==> src/rtl/core/fpd_pkg.sv <==
// ----------------------------------------------------------------------------
// fpd_pkg
// Shared types and constants for the signed 16.16 fixed-point divider.
// ----------------------------------------------------------------------------
package fpd_pkg;

   localparam int unsigned DataW    = 32;
   localparam int unsigned RemW     = DataW + 1;
   localparam int unsigned SatShift = 15;
   localparam int unsigned HiShift  = 14;
   localparam int unsigned LowW     = HiShift;
   localparam int unsigned Steps    = 31;

   localparam logic [DataW-1:0] FxOne = 32'h0001_0000;
   localparam logic [DataW-1:0] FxSat = 32'h7fff_ffff;

   // Control that travels with each item down the cell row.
   typedef struct packed {
      logic valid;  // stage holds an item
      logic fixed;  // result is already final and sits in q
      logic neg;    // sign of the quotient for the divide path
   } fpd_ctrl_type;

   // Working values of one item in the restoring division.
   typedef struct packed {
      logic [RemW-1:0]  rem;  // partial remainder
      logic [LowW-1:0]  low;  // dividend bits not yet shifted in
      logic [DataW-1:0] den;  // divisor magnitude
      logic [DataW-1:0] q;    // quotient bits so far, or the final result
   } fpd_data_type;

endpackage

==> src/rtl/core/fpd_front.sv <==
// ----------------------------------------------------------------------------
// fpd_front
// Operand conditioning: special cases, magnitudes and the saturation test.
// ----------------------------------------------------------------------------
module fpd_front (
   input  logic                       clock,
   input  logic                       reset,
   input  logic                       advance,
   input  logic                       valid_in,
   input  logic [fpd_pkg::DataW-1:0]  dividend,
   input  logic [fpd_pkg::DataW-1:0]  divisor,
   output fpd_pkg::fpd_ctrl_type      ctrl_out,
   output fpd_pkg::fpd_data_type      data_out
);

   fpd_pkg::fpd_ctrl_type ctrl_in, ctrl_ff;
   fpd_pkg::fpd_data_type data_in, data_ff;

   logic [fpd_pkg::DataW-1:0] b_eff;
   logic [fpd_pkg::DataW-1:0] am;
   logic [fpd_pkg::DataW-1:0] bm;
   logic                      neg;
   logic                      sat;

   always_comb begin
      b_eff = (divisor == '0) ? fpd_pkg::FxOne : divisor;
      neg   = dividend[fpd_pkg::DataW-1] ^ b_eff[fpd_pkg::DataW-1];
      am    = dividend[fpd_pkg::DataW-1] ? ('0 - dividend) : dividend;
      bm    = b_eff[fpd_pkg::DataW-1] ? ('0 - b_eff) : b_eff;
      sat   = (am >> fpd_pkg::SatShift) >= bm;

      ctrl_in.valid = valid_in;
      ctrl_in.fixed = 1'b1;
      ctrl_in.neg   = 1'b0;
      data_in.rem   = '0;
      data_in.low   = '0;
      data_in.den   = bm;
      data_in.q     = '0;

      if (dividend == '0) begin
         data_in.q = '0;
      end else if (b_eff == fpd_pkg::FxOne) begin
         data_in.q = dividend;
      end else if (sat) begin
         data_in.q = neg ? ('0 - fpd_pkg::FxSat) : fpd_pkg::FxSat;
      end else begin
         ctrl_in.fixed = 1'b0;
         ctrl_in.neg   = neg;
         data_in.rem   = fpd_pkg::RemW'(am >> fpd_pkg::HiShift);
         data_in.low   = am[fpd_pkg::LowW-1:0];
      end
   end

   always_ff @(posedge clock) begin
      if (reset) begin
         ctrl_ff <= '0;
      end else if (advance) begin
         ctrl_ff <= ctrl_in;
      end
   end

   always_ff @(posedge clock) begin
      if (advance) begin
         data_ff <= data_in;
      end
   end

   assign ctrl_out = ctrl_ff;
   assign data_out = data_ff;

endmodule

==> config.mk <==
export PLATFORM = sky130hd
export DESIGN_NAME = fpd_front
export DESIGN_NICKNAME = d
export VERILOG_FILES = /design/src/rtl/core/fpd_pkg.sv /design/src/rtl/core/fpd_front.sv
export SDC_FILE = /design/constraint.sdc
export NUM_CORES = 1
export LEC_CHECK = 0
export CAP_MARGIN = 30
export CORE_ASPECT_RATIO = 0.6
export CORE_MARGIN = 5
export CORE_UTILIZATION = 35
export CTS_BUF_LIST = sky130_fd_sc_hd__clkbuf_8 sky130_fd_sc_hd__clkbuf_16
export DETAILED_ROUTE_END_ITERATION = 10
export DONT_BUFFER_PORTS = 1
export PLACE_DENSITY = 0.59
export SYNTH_ARGS = -nofsm -noshare
export SYNTH_HDL_FRONTEND = slang
export SYNTH_SLANG_ARGS = --single-unit
==> constraint.sdc <==
create_clock -name clock -period 5.3 [get_ports clock]
set_input_delay 0.265 -clock clock [delete_from_list [all_inputs] [get_ports clock]]
set_output_delay 0.265 -clock clock [all_outputs]
set_load 0.02 [all_outputs]
# Word level (Yosys, flattened, before mapping)
# Cells that the tools add are included.
# op_classes
n_eq_ne,1
order_cmp,1
add_sub_neg,2
muxes,9
reduce_logical,4
bitwise,1
# ops
cell,n
2-to-1 mux 32 bit,6
zero test 32 bit,2
"subtractor 1 x 32 -> 32 bit, first input constant",2
"equality test 32 x 17 -> 1 bit, second input constant",1
>= comparator 17 x 32 -> 1 bit,1
2-to-1 mux 2 bit,3
OR reduction 3 bit,1
OR reduction 2 bit,1
XOR 1 bit,1
# totals
elab_cells,26
inputBits,68
out_inout_bits,114
register_bits,114

# Depth between registers and ports, before layout
# Gate-level depths: netlist of run 1.
# logic_depth
ltp_word,8
depth_mapped,18
mapped_depth_nobuf,17

# Worst setup path before layout of run 1
# Ideal clock, no wire load.
# synth_timing
path_kind,in2reg
start,input divisor[3] (netlist bit)
end,"register data_ff (netlist bit data_out[1]), data pin"
arrival_ps,3912
n_path_buf,2
setup_time_ps,269
stages,16
setup_slack_ps,1119
cell_sequence,or4_4 > or4_4 > buf_6 > nor4_2 > a211oi_1 > a31o_2 > ha_1 > and3_1 > nand3_1 > a21oi_1 > a2111oi_0 > o31ai_1 > and4_1 > nand4_1 > clkbuf_1 > o21ai_0
# synth_via
elab_chain_cells,7
elab_cells_between_ends,10
classes_between,add/sub (1); order compare (1); eq/ne (1); mux (5); bitwise (1); reduce/logical (1)
# synth_lines
item,line,text
start: declaration,fpd_front.sv:11,"input logic [fpd_pkg::DataW-1:0] divisor,"
zero test 32 bit,fpd_front.sv:26,b_eff = (divisor == '0) ? fpd_pkg::FxOne : divisor;
2-to-1 mux 32 bit (*),fpd_front.sv:26,
subtractor 1 x 32 -> 32 bit,fpd_front.sv:29,bm = b_eff[fpd_pkg::DataW-1] ? ('0 - b_eff) : b_eff;
2-to-1 mux 32 bit,fpd_front.sv:29,
>= comparator 17 x 32 -> 1 bit,fpd_front.sv:30,sat = (am >> fpd_pkg::SatShift) >= bm;
2-to-1 mux 32 bit,fpd_front.sv:44,end else if (sat) begin
2-to-1 mux 32 bit (*),fpd_front.sv:42,end else if (b_eff == fpd_pkg::FxOne) begin
end signal: assignment,fpd_front.sv:64,data_ff <= data_in;
end: declaration,fpd_front.sv:17,"fpd_pkg::fpd_data_type data_in, data_ff;"
# Every way passes the cells marked *; elsewhere a longest branch is shown, timed or not.
# A chain may end at the register's enable or synchronous reset.

# Worst setup path in the final report of run 1
# layout_timing
start,input dividend[5] (netlist bit)
end,"register data_ff (netlist bit data_out[17]), data pin"
# layout_via
elab_chain_cells,5
elab_cells_between_ends,6
classes_between,add/sub (1); order compare (1); mux (3); reduce/logical (1)
# layout_lines
item,line,text
start: declaration,fpd_front.sv:10,"input logic [fpd_pkg::DataW-1:0] dividend,"
subtractor 1 x 32 -> 32 bit,fpd_front.sv:28,am = dividend[fpd_pkg::DataW-1] ? ('0 - dividend) : dividend;
2-to-1 mux 32 bit,fpd_front.sv:28,
net am (one bit),fpd_front.sv:20,logic [fpd_pkg::DataW-1:0] am;
>= comparator 17 x 32 -> 1 bit,fpd_front.sv:30,
2-to-1 mux 32 bit,fpd_front.sv:44,
2-to-1 mux 32 bit,fpd_front.sv:42,
# The timed path passes the listed nets, and every way through them passes these cells.

==> key figures, run 1 <==
Final layout
  • P&R area growth vs syn: 7.882%
  • NumNets Final: 628
  • # diodes: 0
  • Share of layout cells above drive strength 1: 8.974%

Die
  • Core area: 0.01622 mm^2
  • Site Rows: 36
  • Die Y: 109.5 um
  • Starting Density: 35.63%
  • Die width: 175.9 um
  • Top Ports: 182
  • Full die area: 0.01926 mm^2

Critical path
  • CP Data Required Time: 5.37 ns
  • Critical path class: in -> reg
  • CP endpoint kind: flip-flop
  • Crit path arrival time: 4.43 ns
  • Worst setup SP type: input pin
  • Reg2reg path depth: 2
  • Max FO, Critical Path: 32

Clocking
  • CTS buffer count: 9
  • # Post-CTS Setup Buffers: 0
  • Clk slew on worst S/H paths: 0.06 ns
  • # H-tree levels: 3
  • Clock buffer depth: 2
  • Clock latency on the worst-skew pair: 0.34 ns
  • Root Buffer: clkbuf_16
  • # clock sinks: 99
  • TritonCTS clock tree: yes

Synth
  • Ranking of synthesized cells by area: edfxtp_1 50%, xor2_1 4.5%, ha_1 4.1%, xnor2_1 3.9%, nand2_1 3.7%
  • Syn Area/Cell: 10.64 um^2
  • Syn Std Cell Area: 0.005778 mm^2
  • Yosys top cell by area: edfxtp_1
  • Most common cell in the netlist: edfxtp_1
  • EDFF count, synth: 96
  • Synth Instances: 543
  • Synthesis-stage register bit count: 99
  • Ys flop type: edfxtp_1
  • Syn. warnings: 0
  • Synth async-reset ratio: 0%
  • Top-area cell type share of the netlist area: 49.89%
  • Most instantiated cells after synthesis: 96 x edfxtp_1, 57 x nand2_1, 34 x nor2_1, 30 x o21ai_0, 30 x xor2_1
  • Netlist cell types: 56
  • Sequential share of the synthesized area: 50.93%

Detailed routing
  • Pre-Repair DR Iteration Count: 4
  • Vias per cell: 5.511
  • Routed Antenna Nets: 0
  • Total Routed Length: 17050 um
  • Drc violations: 0
  • Iter 0 DRT Violations: 397
  • Total number of vias: 4161
  • Wirelength per Cell: 22.59 um

Pwr
  • Power Density: 295.6 mW/mm^2
  • Total power: 0.001842 W
  • Worst ir drop on vdd: 0.1306 mV
  • LEAKAGE: 2.190 nW

STA
  • Minimum clock period: 4.360 ns
  • Slew @ Worst Pin: 0.7496 ns
  • Worst rel slew slack: 49.56%
  • Max Slew Vio Count: 0
  • # setup viols final: 0
  • Clock Skew: 0 ns
  • Hold Vio Cnt, Final: 0
  • F_max: 229.4 MHz
  • RSZ-0062 raised after global routing: no
  • Total negative setup slack: 0 ns
  • Final worst path period share: 82.26%

Global route
  • Vias in the first global route: 3938
  • First-pass GRT wire length: 24920 um
  • Total gr overflow: 0
  • GRT Total Usage: 17.32%
  • Largest net degree at the start of global routing: 102
  • Antenna violations before repair: 0

Place
  • PortBufs: 0
  • GP Congestion: 0.8487
  • HPWL Detailed: 13070 um

Hold path
  • Hold depth: 0
  • HP Class: in -> reg

Flow run
  • Max-capacitance violation count: 0

Run status
  • Status: finished clean
-- state kept, by name, summed over array words and instances, names as in the netlist --
name,flops
data_out,96
ctrl_out,3
-- worst max-delay path, stage by stage --
cell and delay, ns:
or3_1 0.43, nor4_1 0.36, nand2_1 0.10, or3_1 0.42
or2_0 0.34, o31ai_1 0.32, xnor2_1 0.16, ha_1 0.21
a21o_1 0.17, a21oi_1 0.14, nor2_1 0.06, a2111oi_0 0.45
o31ai_1 0.18, and4_1 0.27, nand4_1 0.09, buf_4 0.33
o21ai_0 0.13
-- final cells by class --
cell class / count / area [um^2]
clock inverters: 7 / 27.53
fillers: 1578 / 9982
repair buffers: 12 / 100.1
clock buffers: 9 / 225.2
well taps: 209 / 261.5
inverters: 27 / 101.3
flip-flops and latches: 99 / 2943
multi-input cells: 392 / 2575
-- metrics by stage --
step / util, % / std cells / hold slack (ns) / worst slack, ns / instance area [um^2]
after detailed placement: 36.82 / 738 / 0.3314 / 0.6417 / 5971
after global routing: 38.44 / 755 / 0.003330 / 0.5170 / 6233
final: 38.44 / 755 / 0.02512 / 0.9401 / 6233
after floorplan: - / 557 / 0.3296 / 1.119 / 5831
after global placement: 36.73 / 737 / 0.3327 / 0.6174 / 5956
after CTS: 38.44 / 755 / 0.005157 / 0.9934 / 6233
-- per-layer routing --
layer / share of wire (%) / routed length (um) / GRT usage [%] / vias up
met5: 0 / 0 / 0 / -
met4: 1.0 / 179 / 3.281 / 0
met3: 11 / 1864 / 7.698 / 19
met2: 40 / 6847 / 23.49 / 195
met1: 48 / 8163 / 25.43 / 2000
li1: - / - / - / 1947
-- cell families (layout without fill, tap and decap cells) --
| logic type | count (synthesis) | count (layout) | synth area share (%) |
|---|---|---|---|
| AOI/OAI and AO/OA | 106 | 106 | 12.47 |
| xor gates and xnor gates | 56 | 56 | 8.489 |
| adders and majority gates | 19 | 19 | 4.114 |
| buffers and inverters | 66 | 55 | 5.587 |
| DFF | 99 | 99 | 50.93 |
| muxes | 2 | 2 | 0.3465 |
| other | 1 | 15 | 0.06490 |
| and+or+nand+nor | 194 | 194 | 17.99 |
-- power breakdown --
group,switching [W],internal [W]
clock network,0.000277,0.000308
registers,0.000115,0.000941
logic,0.000115,0.0000859
-- final timing paths --
path                from           end  slack [ns]
min           divisor[0]  data_out[32]        0.03
max reg2reg  ctrl_out[1]   ctrl_out[1]        4.50
max          dividend[5]  data_out[17]        0.94
min reg2reg  ctrl_out[0]   ctrl_out[0]        0.58
-- layout by cell type, fill, tap and decap left out, types with 2 or more instances in the layout --
master,count
xnor2_1,26
ha_1,19
nor4_1,7
a31o_2,3
nor2b_1,3
or2_2,6
o31ai_4,2
nand4_1,9
nor3_1,10
buf_4,10
o31ai_1,21
nand3_1,8
mux2i_1,2
inv_1,29
nand2b_1,6
o31a_1,3
nor2_1,34
or3_1,14
and3_1,3
and2_4,10
a21o_1,3
nand2_1,57
edfxtp_1,96
o21ai_0,30
o21ai_1,17
a2111oi_0,2
a21oi_1,7
o211ai_1,2
clkbuf_16,9
o41ai_1,5
xor2_1,29
dfxtp_1,3
or4_1,9
clkinv_1,4
or4_4,2
o311ai_1,2
conb_1,15
and2_1,6
-- repair_timing --
item                      in CTS  in global routing
hold endpoints to repair       3                  0
hold buffers                   1                  0
gates resized for setup        0                  0
(Power assumes the default switching activity.)
==> run 2: changes to the inputs <==
--- a/config.mk
+++ b/config.mk
@@ -5,6 +5,7 @@
 export SDC_FILE = /design/constraint.sdc
 export NUM_CORES = 1
 export LEC_CHECK = 0
+export ABC_AREA = 1
 export CAP_MARGIN = 30
 export CORE_ASPECT_RATIO = 0.6
 export CORE_MARGIN = 5
==> constraint.sdc (replaced) <==
create_clock -name clock -period 4.5 [get_ports clock]
set_input_delay 0.225 -clock clock [delete_from_list [all_inputs] [get_ports clock]]
set_output_delay 0.225 -clock clock [all_outputs]
set_load 0.02 [all_outputs]
==> key figures, run 2 <==
Critical path
  • CP Launch Point: dividend[0]
  • CP delay by family, top: simple AND/OR/NAND/NOR gates
  • Critical path capture point: data_out[2]
  • Critical R2R Launch: ctrl_out[2]
  • Critical path class: in -> reg
  • Critical Path Max Stage Delay: 0.44 ns (about the same)
  • FF-to-FF End: ctrl_out[2]
  • Reg2reg path depth: 3 (+1)
  • CP Data Required Time: 4.70 ns (-0.67 ns)
  • Crit path max-delay cell type: nand3_4
  • Crit path arrival time: 4.07 ns (-0.36 ns)
  • Cell mode on critical path: nand2_1
  • Worst setup SP type: input pin
  • Stages on worst setup path: 26 (+9)
  • CP endpoint kind: flip-flop
  • Worst Path Buf+Inv: 2 (+1)
  • Max FO, Critical Path: 30 (-6.3%)
  • Worst reg2reg setup slack: 3.25 ns (-1.25 ns)

Global route
  • Vias in the first global route: 4468 (+13%)
  • GRT Total Usage: 17.66% (+0.34 points)
  • Largest net degree at the start of global routing: 71 (-30%)
  • First-pass GRT wire length: 28090 um (+13%)
  • Antenna violations before repair: 0 (unchanged)
  • Total gr overflow: 0 (unchanged)

Synth
  • Syn Std Cell Area: 0.006417 mm^2 (+11%)
  • Synth async-reset ratio: 0% (unchanged)
  • Ranking of synthesized cells by area: edfxtp_1 45%, nand2_1 8.7%, nor2_1 6.6%, inv_1 6.1%, xor2_1 4.9%
  • Synth Instances: 755 (+39%)
  • Ys flop type: edfxtp_1
  • Syn Area/Cell: 8.500 um^2 (-20%)
  • Netlist cell types: 42 (-25%)
  • Syn. warnings: 0 (unchanged)
  • Most instantiated cells after synthesis: 149 x nand2_1, 113 x nor2_1, 105 x inv_1, 96 x edfxtp_1, 39 x nand3_1
  • Synthesis-stage register bit count: 99 (unchanged)
  • Top-area cell type share of the netlist area: 44.92% (-5.0 points)
  • EDFF count, synth: 96 (unchanged)
  • Yosys top cell by area: edfxtp_1
  • Sequential share of the synthesized area: 45.86% (-5.1 points)
  • Most common cell in the netlist: nand2_1

Final layout
  • Area of the multi-input gates: 0.002855 mm^2 (+11%)
  • Reg area: 0.002943 mm^2 (unchanged)
  • Commonest cells after routing, fill and taps aside: 149 x nand2_1, 113 x nor2_1, 105 x inv_1
  • P&R area growth vs syn: 7.955% (about the same)
  • Commonest non-fill, non-tap cell in the layout: nand2_1
  • Max reg flops: 96 (unchanged)
  • # diodes: 0 (unchanged)
  • Share of layout cells above drive strength 1: 12.93% (+4.0 points)
  • NumNets Final: 840 (+34%)
  • Fillcell total: 1804 (+14%)

Clocking
  • TritonCTS clock tree: yes
  • CTS resizes: 0 (unchanged)
  • CTS buffer count: 9 (unchanged)
  • Clock buffer depth: 2 (unchanged)
  • Clock latency on the worst-skew pair: 0.35 ns (about the same)
  • Clk slew on worst S/H paths: 0.08 ns (+0.02 ns)
  • # clock sinks: 99 (unchanged)
  • # H-tree levels: 3 (unchanged)
  • Root Buffer: clkbuf_16

Die
  • Die Y: 114.9 um (+4.9%)
  • Die width: 184.8 um (+5.1%)
  • Site Rows: 38 (+5.6%)
  • Full die area: 0.02123 mm^2 (+10%)
  • Core area: 0.01802 mm^2 (+11%)
  • Starting Density: 35.61% (about the same)
  • Top Ports: 182 (unchanged)

Pwr
  • Cell Int Power: 0.001604 W (+20%)
  • Power Density: 336.5 mW/mm^2 (+14%)
  • LEAKAGE: 2.910 nW (+33%)
  • Seq pwr share: 53.2% (-4.1 points)
  • Sw Ratio: 31.19% (+3.7 points)
  • NetSw: 0.0007271 W (+43%)
  • Worst ir drop on vdd: 0.1749 mV (+34%)
  • Clock share of power: 34.4% (+2.6 points)
  • Fraction of power consumed by combinational cells: 12.4% (+1.5 points)

STA
  • F_max: 258.5 MHz
  • Clock Skew: 0 ns (unchanged)
  • Slew @ Worst Pin: 0.8940 ns (+0.1443 ns)
  • Max Slew Vio Count: 0 (unchanged)
  • Final worst path period share: 85.96%
  • Minimum clock period: 3.868 ns
  • Hold Vio Cnt, Final: 0 (unchanged)
  • # setup viols final: 0 (unchanged)
  • Worst rel slew slack: 40.40% (-9.2 points)
  • Total negative setup slack: 0 ns (unchanged)
  • Fin worst setup slack: 0.6319 ns (-0.3082 ns)
  • RSZ-0062 raised after global routing: no

Place
  • GP Congestion: 0.9441 (+11%)
  • HPWL Detailed: 14650 um (+12%)
  • PortBufs: 0 (unchanged)
  • Setup WS pre-CTS: 0.2936 ns (-0.3481 ns)

Detailed routing
  • Routed Antenna Nets: 0 (unchanged)
  • Total number of vias: 4894 (+18%)
  • Drc violations: 0 (unchanged)
  • Vias per cell: 4.904 (-11%)
  • Iter 0 DRT Violations: 507 (+28%)
  • Total Routed Length: 19150 um (+12%)
  • Wirelength per Cell: 19.19 um (-15%)
  • Pre-Repair DR Iteration Count: 5 (+1)

Flow run
  • Max-capacitance violation count: 0 (unchanged)

Run status
  • Status: finished clean

Hold path
  • HP Class: in -> reg
[run 2: cell types whose count changed in the layout (fill, tap and decap cells not counted), sizes merged, moves of 15 or more]
cell,previous run,this run
a21oi,7,42
and2,16,1
inv,29,118
nand2,57,160
nand3,8,44
nor2,34,126
o21ai,47,15
o31ai,23,2
xnor2,26,8
[run 2: worst reg2reg max path: stages, from the launching register on]
cell	delay [ns]
dfxtp_1	0.46
nand2_1	0.08
a21oi_1	0.11
dlygate4sd3_1	0.55
[run 2: per-stage QoR]
stage	area, um^2	power (W)	util [%]	cells	hold slack (ns)
floorplan	6470	0.001465	-	769	0.2941
global placement	6549	0.001524	36.34	977	0.2952
detailed placement	6549	0.001525	36.34	977	0.2994
CTS	6928	0.002355	38.45	998	0.04928
global route	6928	0.002434	38.45	998	0.07407
finish	6928	0.002331	38.45	998	0.07537
[run 2: power groups by stage]
stage	clock network (W)	registers [W]	logic, W
2_1_floorplan	0	0.00124	0.000224
3_3_place_gp	0	0.00126	0.000260
3_5_place_dp	0	0.00126	0.000262
4_1_cts	0.000821	0.00124	0.000290
5_1_grt	0.000853	0.00125	0.000331
6_report	0.000802	0.00124	0.000288
[run 2: how the worst min path moves through the flow]
stage,start,endpoint,slack (ns),cells after the start
floorplan,reset,ctrl_out[0],0.29,1
global placement,reset,ctrl_out[2],0.30,1
detailed placement,reset,ctrl_out[2],0.30,1
CTS,reset,ctrl_out[1],0.05,3
global route,reset,ctrl_out[1],0.07,3
finish,reset,ctrl_out[1],0.08,3
[run 2: kinds of logic (layout without fill, tap and decap cells)]
logic type | Yosys count | in the layout | share of synthesized area (%)
buf+inv | 149 | 138 | 10.47
compound gates | 65 | 65 | 7.194
xor+xnor | 44 | 44 | 6.005
fa+ha+maj | 19 | 19 | 3.704
simple gates | 378 | 378 | 26.71
other cells | 1 | 15 | 0.05843
flops | 99 | 99 | 45.86
[run 2: layout make-up]
class	instances	share of cell area, %
sequential	99	42.48
inverter	114	6.177
clock inverter	7	1.102
clock buffer	9	3.251
multi-input combinational	521	41.21
timing repair buffer	8	1.445
tap	240	4.334
[run 2: what timing repair did]
| action | CTS | global route |
|---|---|---|
| endpoints found under the setup margin | 0 | 0 |
| hold endpoints to repair | 73 | 0 |
| hold buffers | 5 | 0 |
| setup buffers | 0 | 0 |
[run 2: per-layer routing]
| layer | up-vias | GRT usage, % | part of all wire [%] |
|---|---|---|---|
| met5 | - | 0 | 0 |
| met4 | 0 | 3.324 | 1.0 |
| met3 | 15 | 9.927 | 15 |
| met2 | 244 | 21.68 | 37 |
| met1 | 2218 | 26.56 | 47 |
| li1 | 2417 | - | - |
