### src/rtl/core/fpd_pkg.sv
// ----------------------------------------------------------------------------
// fpd_pkg
// Shared types and constants for the signed 16.16 fixed-point divider.
// ----------------------------------------------------------------------------
package fpd_pkg;

   localparam int unsigned DataW    = 32;
   localparam int unsigned RemW     = DataW + 1;
   localparam int unsigned SatShift = 15;
   localparam int unsigned HiShift  = 14;
   localparam int unsigned LowW     = HiShift;
   localparam int unsigned Steps    = 31;

   localparam logic [DataW-1:0] FxOne = 32'h0001_0000;
   localparam logic [DataW-1:0] FxSat = 32'h7fff_ffff;

   // Control that travels with each item down the cell row.
   typedef struct packed {
      logic valid;  // stage holds an item
      logic fixed;  // result is already final and sits in q
      logic neg;    // sign of the quotient for the divide path
   } fpd_ctrl_type;

   // Working values of one item in the restoring division.
   typedef struct packed {
      logic [RemW-1:0]  rem;  // partial remainder
      logic [LowW-1:0]  low;  // dividend bits not yet shifted in
      logic [DataW-1:0] den;  // divisor magnitude
      logic [DataW-1:0] q;    // quotient bits so far, or the final result
   } fpd_data_type;

endpackage

### src/rtl/core/fpd_cell.sv
// ----------------------------------------------------------------------------
// fpd_cell
// One restoring division step, registered; items with a final result pass.
// ----------------------------------------------------------------------------
module fpd_cell (
   input  logic                   clock,
   input  logic                   reset,
   input  logic                   advance,
   input  fpd_pkg::fpd_ctrl_type  ctrl_in,
   input  fpd_pkg::fpd_data_type  data_in,
   output fpd_pkg::fpd_ctrl_type  ctrl_out,
   output fpd_pkg::fpd_data_type  data_out
);

   fpd_pkg::fpd_ctrl_type ctrl_ff;
   fpd_pkg::fpd_data_type data_ff;
   fpd_pkg::fpd_data_type step_in;

   logic [fpd_pkg::RemW-1:0]  den_ext;
   logic [fpd_pkg::RemW-1:0]  rem_sub;
   logic [fpd_pkg::DataW-1:0] rem_keep;
   logic                      ge;

   always_comb begin
      den_ext  = {1'b0, data_in.den};
      ge       = data_in.rem >= den_ext;
      rem_sub  = data_in.rem - den_ext;
      // The kept remainder is below the divisor, so it fits in 32 bits.
      rem_keep = ge ? rem_sub[fpd_pkg::DataW-1:0] : data_in.rem[fpd_pkg::DataW-1:0];

      step_in = data_in;
      if (!ctrl_in.fixed) begin
         step_in.rem = {rem_keep, data_in.low[fpd_pkg::LowW-1]};
         step_in.low = {data_in.low[fpd_pkg::LowW-2:0], 1'b0};
         step_in.q   = {data_in.q[fpd_pkg::DataW-2:0], ge};
      end
   end

   always_ff @(posedge clock) begin
      if (reset) begin
         ctrl_ff <= '0;
      end else if (advance) begin
         ctrl_ff <= ctrl_in;
      end
   end

   always_ff @(posedge clock) begin
      if (advance) begin
         data_ff <= step_in;
      end
   end

   assign ctrl_out = ctrl_ff;
   assign data_out = data_ff;

endmodule

### config.mk
export PLATFORM = sky130hd
export DESIGN_NAME = fpd_cell
export DESIGN_NICKNAME = d
export VERILOG_FILES = /design/src/rtl/core/fpd_pkg.sv /design/src/rtl/core/fpd_cell.sv
export SDC_FILE = /design/constraint.sdc
export NUM_CORES = 1
export LEC_CHECK = 0
export BUFFER_PORTS_ARGS = -buffer_cell sky130_fd_sc_hd__buf_4
export CORE_MARGIN = 2
export CORE_UTILIZATION = 35
export DETAILED_ROUTE_END_ITERATION = 7
export SYNTH_ARGS = -nofsm -noshare
export SYNTH_HDL_FRONTEND = slang
export SYNTH_SLANG_ARGS = --single-unit
### constraint.sdc
create_clock -name clock -period 4.6 [get_ports clock]
set_clock_uncertainty 0.1 [all_clocks]
set_input_delay 0.69 -clock clock [delete_from_list [all_inputs] [get_ports clock]]
set_output_delay 0.69 -clock clock [all_outputs]
set_load 0.005 [all_outputs]
Word-level counts from Yosys, hierarchy flattened
Index checks and enable logic that the tools add are counted.
Word-level totals
  bits in registers: 114
  latch bits: 0
  memory bits (writable): 0
  bits in read-only memories: 0
  input bits: 117
  output and inout port bits: 114
  memories: 0
Operators by class
  $add $sub $neg: 1
  multipliers: 0
  divide/modulo/power cells: 0
  $lt $le $gt $ge: 1
  eq/ne operators: 0
  shifts and indexed selects: 0
  multiplexer cells: 3
  bitwise logic cells: 0
  reductions and logical operators: 0
Operators by type and width (number)
  $mux W32: 2
  $mux W47: 1
  $ge A33 B32 Y1: 1
  $sub A32 B32 Y32: 1

Depth between registers and ports, before layout
Gate-level depths: netlist of run 1.
  depth in word-level cells: 3
  depth in mapped cells: 12

Worst setup path after synthesis of run 1
OpenSTA, ideal clock, no wires.
  path kind: in2reg
  start point: input data_in[78] in the netlist's numbering
  end point: register data_ff, in the netlist data_out[93] (data pin)
  arrival: 2.866 ns
  setup slack: 1.373 ns
  stages: 12
  cell sequence: inv_1 > ha_1 > inv_1 > fa_1 > a21o_1 > a221oi_2 > o21ai_1 > a21o_1 > a31o_2 > xnor2_1 > a211oi_1 > a311o_1
RTL lines
  start, declared: line fpd_cell.sv:10  | input fpd_pkg::fpd_data_type data_in,
  end signal, assigned: line fpd_cell.sv:49  | data_ff <= step_in;
  end, declared: line fpd_cell.sv:16  | fpd_pkg::fpd_data_type data_ff;

==> results of run 1 <==
==> final cells by class <==
type                    instances  area, sq um  area share (%)
clock buffers                  17          425            4.57
clock inverters                15          135            1.45
inverters                      45          169            1.81
multi-input cells             405         3090            33.2
flip-flops and latches        114         3390            36.4
well taps                     265          332            3.56
repair buffers                236         1770            19.0
==> worst max-delay path, cell delays in order <==
cell,delay (ns)
buf_4,0.08
inv_1,0.03
ha_1,0.37
a21oi_1,0.19
nor2_1,0.06
a211oi_1,0.46
a2111oi_4,0.18
o211a_4,0.32
o21ba_4,0.28
nor2_4,0.54
o311ai_1,0.18
==> metal layers <==
metal	track usage (%)	vias to the layer above	wire, um
met1	24.7	2651	8700
met2	30.9	193	9400
li1	-	2722	-
met5	0	-	0
met4	5.21	0	174
met3	3.77	10	1160
==> cells by family after synthesis <==
group / count (synthesis) / share of synthesized area (%)
and+or+nand+nor: 140 / 10.6
AOI/OAI and AO/OA: 157 / 17.1
buffers and inverters: 84 / 5.20
adders and majority gates: 33 / 6.15
xor gates and xnor gates: 27 / 3.46
muxes: 48 / 7.85
DFF: 114 / 49.6
==> per-stage QoR <==
| stage | cells | hold slack (ns) | power [uW] |
|---|---|---|---|
| detailed placement | 1065 | 0.386 | 2040 |
| CTS | 1097 | 0.334 | 3320 |
| finish | 1097 | 0.354 | 3280 |
| floorplan | 603 | 0.385 | 1690 |
| global placement | 1065 | 0.380 | 2040 |
| global route | 1097 | 0.340 | 3440 |
==> power groups by stage <==
stage	clock (uW)	combinational [uW]	sequential, uW
2_1_floorplan	0	366	1320
5_1_grt	1340	801	1300
3_5_place_dp	0	728	1310
4_1_cts	1300	730	1290
3_3_place_gp	0	727	1310
6_report	1260	725	1290
==> final timing paths <==
check	start	endpoint	slack, ns	cells after the start
min	reset	ctrl_out[1]	0.35	2
min reg2reg	ctrl_out[1]	ctrl_out[1]	0.39	2
max	data_in[40]	data_out[87]	1.24	11
max reg2reg	ctrl_out[0]	ctrl_out[0]	3.89	2
==> Yosys cell counts, types with 2 or more instances <==
cell type and count:
and3_1 4, nor3b_1 2, o21ai_0 14, edfxtp_1 111, buf_1 3, a31oi_1 11
nor2_1 18, o41ai_1 2, buf_4 8, o31a_1 2, o21a_1 2, a21o_1 18
nand2b_1 6, nor3_1 8, mux2i_1 3, buf_2 2, xnor2_1 22, o22ai_1 2
a31o_2 2, nand4_1 17, a221oi_2 2, a21oi_1 31, o31ai_1 11, nand3_1 17
o2111ai_1 2, o21ai_1 12, a41oi_1 8, ha_1 32, o311ai_2 3, dfxtp_1 3
o311ai_1 8, xor2_1 5, o21bai_1 3, mux2_2 45, nand2_1 44, inv_1 44
a211oi_1 4, clkbuf_1 25, and2_1 12, and4_1 2
==> state kept, by name, indices dropped and copies added (netlist names) <==
| name | cells |
|---|---|
| data_out | 111 |
| ctrl_out | 3 |
==> placed cells by master, fill, tap and decap left out, types with 5 or more instances in the layout <==
master / instances
o311ai_1: 8
xor2_1: 5
mux2_2: 45
o21ai_1: 12
nand2_1: 44
nor2_1: 18
nand4_1: 17
o31ai_1: 11
buf_4: 236
nand3_1: 17
o21ai_0: 14
inv_1: 44
edfxtp_1: 111
ha_1: 32
a31oi_1: 11
xnor2_1: 22
and2_1: 12
a21oi_1: 31
a41oi_1: 8
a21o_1: 18
clkbuf_16: 17
nor3_1: 8
nand2b_1: 6
==> flow_summary.toml, run 1 <==
[route]
antenna_left = 0
wl_per_cell_um = 17.7
vias_per_cell = 5.08
drtIter0Drc = 278
num_vias = 5576
drtPass1Iterations = 5
drc = 0
totalWireLength_um = 19400

[timing]
tightest_slew_ns = 1.08
setup_viol = 0
maxSlewHeadroom_pct = 27.6
hold_viol = 0
rsz0062_at_grt = "no"
finalWorstSetupSlack_ns = 1.24
tns_ns = 0
period_share_pct = 73.0
period_needed_ns = 3.36
slew_viol_final = 0
max_freq_mhz = 298

[layout]
final_cell_area_sq_um = 9320
drive_above_1_share_pct = 39.7
flow.area_growth_from_synthesis_pct = 36.2
diodes = 0
final_core_util_pct = 48.2
num-nets-final = 969
fillerInstances = 1867

[global_routing]
grt_use_total_pct = 18.6
grt_overflow_total = 0
antenna_found_initial = 0
grt_pass1_vias = 5444
grt_max_degree = 69
grt_pass1_wl_um = 29500

[pwr]
swShare_pct = 27.7
powerDensity_nw_per_um2 = 352
pwr-share-clk_pct = 38.5
p_leak_uw = 0.00393
combinationalPowerShare_pct = 22.1
ir_drop_mv = 0.250
intPower_uw = 2370
seqPwrFrac_pct = 39.4
switchingPower_uw = 908

[synthesis]
synth_top_area_share_pct = 48.7
synth_flop_cell = "edfxtp_1"
ys_types = 73
synth-seq-area-share_pct = 49.6
netlist_area_sq_um = 6840
synth_warnings = 0
async_flop_share_pct = 0
synth-seq-cells = 114
synth_top_area_cell = "edfxtp_1"
synth_nets = 753
avgSynthCellArea_sq_um = 11.3
synth_edf_count = 111
synth.area.top_cells = "edfxtp_1 49%, mux2_2 7.4%, ha_1 5.9%"
synthCells = 603

[floorplan]
fp.dieArea_sq_um = 20700
initial_core_util_pct = 35.4
row_count = 51
ios = 231
core_sq_um = 19300
die_x_um = 144
chipHeight_um = 144

[clocking]
clockRootBuffer = "clkbuf_16"
tritoncts = "done"
cts_buffers = 17
post_cts_buffers = 0
htreeDepth = 4
clock_sinks = 114
cts_resized = 0
ctsHoldBuffers = 0
clock_latency_ns = 0.41
path_clk_slew_ns = 0.06
clk_path_buf_depth = 2

[status]
status = "finished, final reports clean"

[worst_setup_path]
worstPathRequired_ns = 4.64
criticalPathCategory = "input port to register"
end_kind = "register"
cp_max_fo = 19
crit_path_start_kind = "input port"
arrival_ns = 3.39

[placed_design]
dp_slack_ns = 0.810
place_congestion = 0.886
dpl_cell_area_sq_um = 8760
portBuffers = 230
dpl.hpwl_um = 14300

[job]
cap_violations = 0

[worst_hold_path]
hold_class = "input port to register"
No activity file was read; power rests on OpenSTA's default activity.
==> run 2, diff against run 1 <==
Settings changed: ABC_AREA set to 1.
Clock period 4.6 ns to 3.45 ns, I/O delays scaled along.
==> run 2 against run 1 <==
Synthesized area up 11%. Synthesized cell count up 68%. First-iteration DRC count up 42%. Global-route usage up 1.9 points. Non-clock buffer count up 1. Sequential power up 33%. Sequential cell count unchanged. Die area up 11%. Routed wire length up 22%. Final cell count up 39%. Critical path depth up 7. Total power up 42%. Highest routed layer unchanged.
==> flow_summary.toml, run 2 <==
[synthesis]
muxShareOfSynthArea_pct = 0
synth-compound-area-share_pct = 3.44
synth_flop_cell = "edfxtp_1"
synth_top_family_by_area = "simple AND/OR/NAND/NOR gates"
synth.area.top_cells = "edfxtp_1 44%, nand2_1 21%, inv_1 8.5%"
ys_types = 38
synth_warnings = 0
async_flop_share_pct = 0
synth-seq-cells = 114
synth_top_area_share_pct = 43.8
synth-adder-area-share_pct = 5.52
synth_top_area_cell = "edfxtp_1"
yosys.area_share.simple_pct = 34.1
synthXorXnorAreaFrac_pct = 1.61
synth.most_common_cell = "nand2_1"
synth_edf_count = 111
avgSynthCellArea_sq_um = 7.53
synth-seq-area-share_pct = 44.6
synth_nets = 1161
netlist_top_cells_count = "420 x nand2_1, 172 x inv_1, 111 x edfxtp_1, 78 x nand3_1, 37 x nor2_1"
synthCells = 1011
netlist_area_sq_um = 7610

[timing]
setup_viol = 0
maxSlewHeadroom_pct = 69.8
rsz0062_at_grt = "no"
tns_ns = 0
max_freq_mhz = 395
period_needed_ns = 2.53
whs_ns = 0.173
hold_viol = 0
slew_viol_final = 0
period_share_pct = 73.4
tightest_slew_ns = 0.453

[worst_hold_path]
hold_start = "reset"
whs_path_depth = 2
hold_end = "ctrl_out[2]"
hold_class = "input port to register"

[pwr]
total_power_uw = 4650
powerDensity_nw_per_um2 = 456
p_leak_uw = 0.00530
ir_drop_mv = 0.310

[layout]
drive_above_1_share_pct = 24.6
final_cell_mix = "420 x nand2_1, 235 x buf_4, 171 x inv_1, 111 x edfxtp_1, 78 x nand3_1"
diodes = 0
largest_register_ffs = 111
fin_cells = 1528
num-nets-final = 1391
fillerInstances = 2148
final_common_cell = "nand2_1"
flow.area_growth_from_synthesis_pct = 33.9
final_core_util_pct = 48.2

[floorplan]
row_count = 53
die_x_um = 151
initial_core_util_pct = 36.0
core_sq_um = 21200
chipHeight_um = 151
ios = 231
fp.dieArea_sq_um = 22900

[clocking]
clock_latency_ns = 0.41
htreeDepth = 4
tritoncts = "done"
clockRootBuffer = "clkbuf_16"
ctsHoldBuffers = 0
clock_sinks = 114
cts_buffers = 17
cts_resized = 0
path_clk_slew_ns = 0.06
post_cts_buffers = 0
clk_path_buf_depth = 2

[global_routing]
grt_pass1_vias = 6875
antenna_found_initial = 0
grt_use_total_pct = 20.5
grt_max_degree = 96
grt_pass1_wl_um = 35700
grt_overflow_total = 0

[route]
drtIter0Drc = 395
drtPass1Iterations = 6
totalWireLength_um = 23800
drc = 0
wl_per_cell_um = 15.6
num_vias = 7132
vias_per_cell = 4.67
antenna_left = 0

[worst_setup_path]
rr_worst_depth = 2
cp_max_fo = 16
reg2reg_slack_ns = 2.74
arrival_ns = 2.61
end_kind = "register"
worstPathRequired_ns = 3.53
crit_path_start_kind = "input port"
r2r-start = "ctrl_out[1]"
timing.rr.end = "ctrl_out[1]"
criticalPathCategory = "input port to register"

[placed_design]
place_congestion = 0.924
dpl.hpwl_um = 18200
portBuffers = 230
place_inst = 1497

[job]
cap_violations = 0

[status]
status = "finished, final reports clean"
-- run 2: changes by cell type after synthesis, moves of 10 or more --
| cell | delta |
|---|---|
| nand2_2 | +17 |
| nand2_1 | +376 |
| nand3_1 | +61 |
| a21o_1 | -18 |
| clkbuf_1 | -18 |
| nand4_1 | -13 |
| a31oi_1 | -11 |
| nor2_2 | +10 |
| nand3b_1 | +16 |
| inv_1 | +128 |
| o31ai_1 | -11 |
| nor2_1 | +19 |
| mux2_2 | -45 |
-- run 2: per-layer routing --
layer / global-route usage (%) / vias to the layer above / routed length, um
li1: - / 3627 / -
met1: 26.8 / 3238 / 10500
met2: 34.7 / 245 / 11000
met3: 4.55 / 22 / 1940
met4: 5.00 / 0 / 297
met5: 0 / - / 0
-- run 2: area by class of cell --
type	instances	area, sq um	area share [%]
Sequential cell	114	3390	33.3
Clock buffer	17	425	4.17
Clock inverter	14	180	1.77
Inverter	173	649	6.37
Multi-Input combinational cell	698	3400	33.3
Tap cell	275	344	3.38
Timing Repair Buffer	237	1800	17.7
-- run 2: worst max-delay path by stage --
stage | cells after the start | startpoint | slack, ns | end
finish | 18 | data_in[56] | 0.92 | data_out[106]
global route | 18 | data_in[56] | 0.76 | data_out[106]
CTS | 18 | data_in[56] | 0.95 | data_out[106]
detailed placement | 18 | data_in[56] | 0.50 | data_out[106]
global placement | 18 | data_in[56] | 0.49 | data_out[106]
floorplan | 14 | data_in[78] | 1.13 | data_out[95]
-- run 2: cell families (layout without fill, tap and decap cells) --
group | count (synthesis) | in the layout
compound gates | 48 | 48
xor+xnor | 14 | 14
fa+ha+maj | 33 | 33
buf+inv | 199 | 441
flops | 114 | 114
simple gates | 603 | 603
-- run 2: where the power goes --
part           leakage, uW  switching (uW)  internal (uW)
registers          0.00111            41.0           1680
logic              0.00390             589            466
clock network     0.000290             730           1140
-- run 2: through the flow --
stage               worst slack, ns  area (sq um)
finish                        0.919         10200
global route                  0.756         10200
CTS                           0.947         10200
detailed placement            0.504          9590
global placement              0.495          9590
floorplan                      1.13          7610
-- run 2: worst max-delay path, stage by stage --
cell and delay [ns]:
buf_4 0.08, inv_1 0.04, ha_1 0.38, nand2_1 0.13
inv_1 0.05, nand2_1 0.06, nand2_1 0.07, inv_1 0.06
nand2_1 0.06, nand2_1 0.11, nand3_2 0.12, nor2_8 0.29
buf_4 0.32, nand3_1 0.10, nand2_1 0.07, inv_1 0.04
nand2_1 0.05, nand2_1 0.04
==> run 3, diff against run 2 <==
Settings changed: ABC_AREA 1 to 0.
Clock period 3.45 ns to 2.31 ns, I/O delays scaled along.
==> run 3 against run 2 <==
The run now ends with negative setup slack left. Register-to-register slack got worse by 1.1 ns. Worst setup slack got worse by 1.1 ns. Routed wire length decreased by 4.6%. First-iteration DRC count increased by 6.6%. Clock power increased by 44%. Via count decreased by 7.3%. Non-clock buffer count increased by 190. Combinational power increased by 98%. Sequential power increased by 49%. Largest power group unchanged.
==> flow_summary.toml, run 3 (synthesis gave the netlist of run 1 again) <==
[global_routing]
grt_pass1_vias = 6674
antenna_found_initial = 0
grt_use_total_pct = 21.4
grt_max_degree = 49
grt_pass1_wl_um = 34100
grt_overflow_total = 0

[pwr]
seqPwrFrac_pct = 35.1
pwr-share-clk_pct = 36.6
intPower_uw = 5270
swShare_pct = 28.2
switchingPower_uw = 2070
powerDensity_nw_per_um2 = 627
p_leak_uw = 0.00501
ir_drop_mv = 0.506
combinationalPowerShare_pct = 28.3

[worst_setup_path]
criticalPathCategory = "input port to register"
path_cells = "buf_8 > inv_4 > ha_4 > nand3b_1 > buf_4 > buf_4 > buf_4 > buf_4 > buf_4 > buf_4 > buf_4 > buf_4 > nand2_4 > a31o_4 > a21o_1 > a21oi_2 > xnor2_2 > o311ai_2"
arrival_ns = 2.63
end_kind = "register"
worstPathRequired_ns = 2.44
cp_max_fo = 4
cp_top_family = "buffers and inverters"
crit_top_cell = "buf_4"
slowest_stage = "ha_4"
crit_path_start_kind = "input port"
cp_num_buf_inv = 10
crit_path_max_incr_delay_ns = 0.28

[timing]
finalWorstSetupSlack_ns = -0.190
period_share_pct = 108
maxSlewHeadroom_pct = 72.8
setup_viol = 32
period_needed_ns = 2.50
rsz0062_at_grt = "yes"
tightest_slew_ns = 0.408
slew_viol_final = 0
max_freq_mhz = 400
hold_viol = 0

[placed_design]
place_congestion = 0.909
dpl.hpwl_um = 16900
dp_slack_ns = -0.829
dpl_cell_area_sq_um = 10300
portBuffers = 230

[clocking]
clockRootBuffer = "clkbuf_16"
clock_sinks = 114
cts_buffers = 17
tritoncts = "done"
clock_latency_ns = 0.43
path_clk_slew_ns = 0.06
htreeDepth = 4
clk_path_buf_depth = 2

[floorplan]
die_x_um = 144
initial_core_util_pct = 35.4
fp.dieArea_sq_um = 20700
chipHeight_um = 144
row_count = 51
ios = 231
core_sq_um = 19300

[layout]
final_cell_mix = "386 x buf_4, 111 x edfxtp_1, 45 x mux2_2, 42 x nand2_1, 34 x inv_1"
flow.area_growth_from_synthesis_pct = 71.4
regArea_sq_um = 3390
drive_above_1_share_pct = 58.5
largest_register_ffs = 111
multiInputGateArea_sq_um = 3790
num-nets-final = 1160
diodes = 0
final_common_cell = "buf_4"
fillerInstances = 1598
final_cell_area_sq_um = 11700

[route]
num_vias = 6609
drtIter0Drc = 421
drtPass1Iterations = 5
vias_per_cell = 5.13
drc = 0
antenna_left = 0
wl_per_cell_um = 17.6
totalWireLength_um = 22700

[worst_hold_path]
hold_class = "input port to register"

[status]
violations = "negative setup slack"
status = "finished with violations"

[job]
cap_violations = 0
## run 3: changes by cell type in the layout (fill, tap and decap cells not counted), moves of 21 or more
cell	before	now
nand3_1	78	13
inv_1	171	34
mux2_2	0	45
buf_4	235	386
nand2_1	420	42
nor2_1	37	16
## run 3: final cells by class
| class | count | share of cell area (%) |
|---|---|---|
| flip-flops and latches | 114 | 28.9 |
| inverters | 45 | 1.72 |
| multi-input cells | 405 | 32.4 |
| clock inverters | 15 | 1.48 |
| clock buffers | 17 | 3.63 |
| repair buffers | 427 | 29.0 |
| well taps | 265 | 2.83 |
## run 3: through the flow
step | instances | hold slack (ns) | util [%] | total power [uW] | TNS (ns)
global placement | 1214 | 0.379 | 53.0 | 4430 | -20.28
CTS | 1283 | 0.000351 | 59.7 | 7340 | -6.09
finish | 1288 | 0.0154 | 60.6 | 7340 | -4.26
global route | 1288 | 0.00414 | 60.6 | 7660 | -7.74
detailed placement | 1214 | 0.404 | 53.0 | 4460 | -21.85
floorplan | 603 | 0.319 | - | 3450 | -6.63
## run 3: worst paths after layout
path / slack [ns] / depth (start not counted) / end / start
hold / removal: 0.02 / 1 / data_out[63] / data_in[63]
setup reg to reg: 1.61 / 2 / ctrl_out[0] / ctrl_out[0]
setup / recovery: -0.19 / 18 / data_out[86] / data_in[34]
hold reg to reg: 0.41 / 2 / ctrl_out[2] / ctrl_out[2]
## run 3: repair_timing
action	CTS	global route
gates resized for setup	62	27
pin swaps	41	25
endpoints found under the hold margin	22	0
buffers inserted	18	5
gates cloned	0	0
endpoints found under the setup margin	33	33
hold buffers	20	0
## run 3: power by group through the flow
stage	Combinational [uW]	Clock, uW	Sequential [uW]
floorplan	814	0	2630
global placement	1820	0	2610
detailed placement	1840	0	2620
CTS	2020	2750	2580
global route	2240	2830	2590
finish	2080	2690	2570
## run 3: layer usage
layer,routed length (um),GRT usage (%),up-vias
met5,0,0,-
met4,652,9.44,0
met3,1520,4.63,49
met2,11200,36.9,279
met1,9340,25.5,3168
li1,-,-,3113
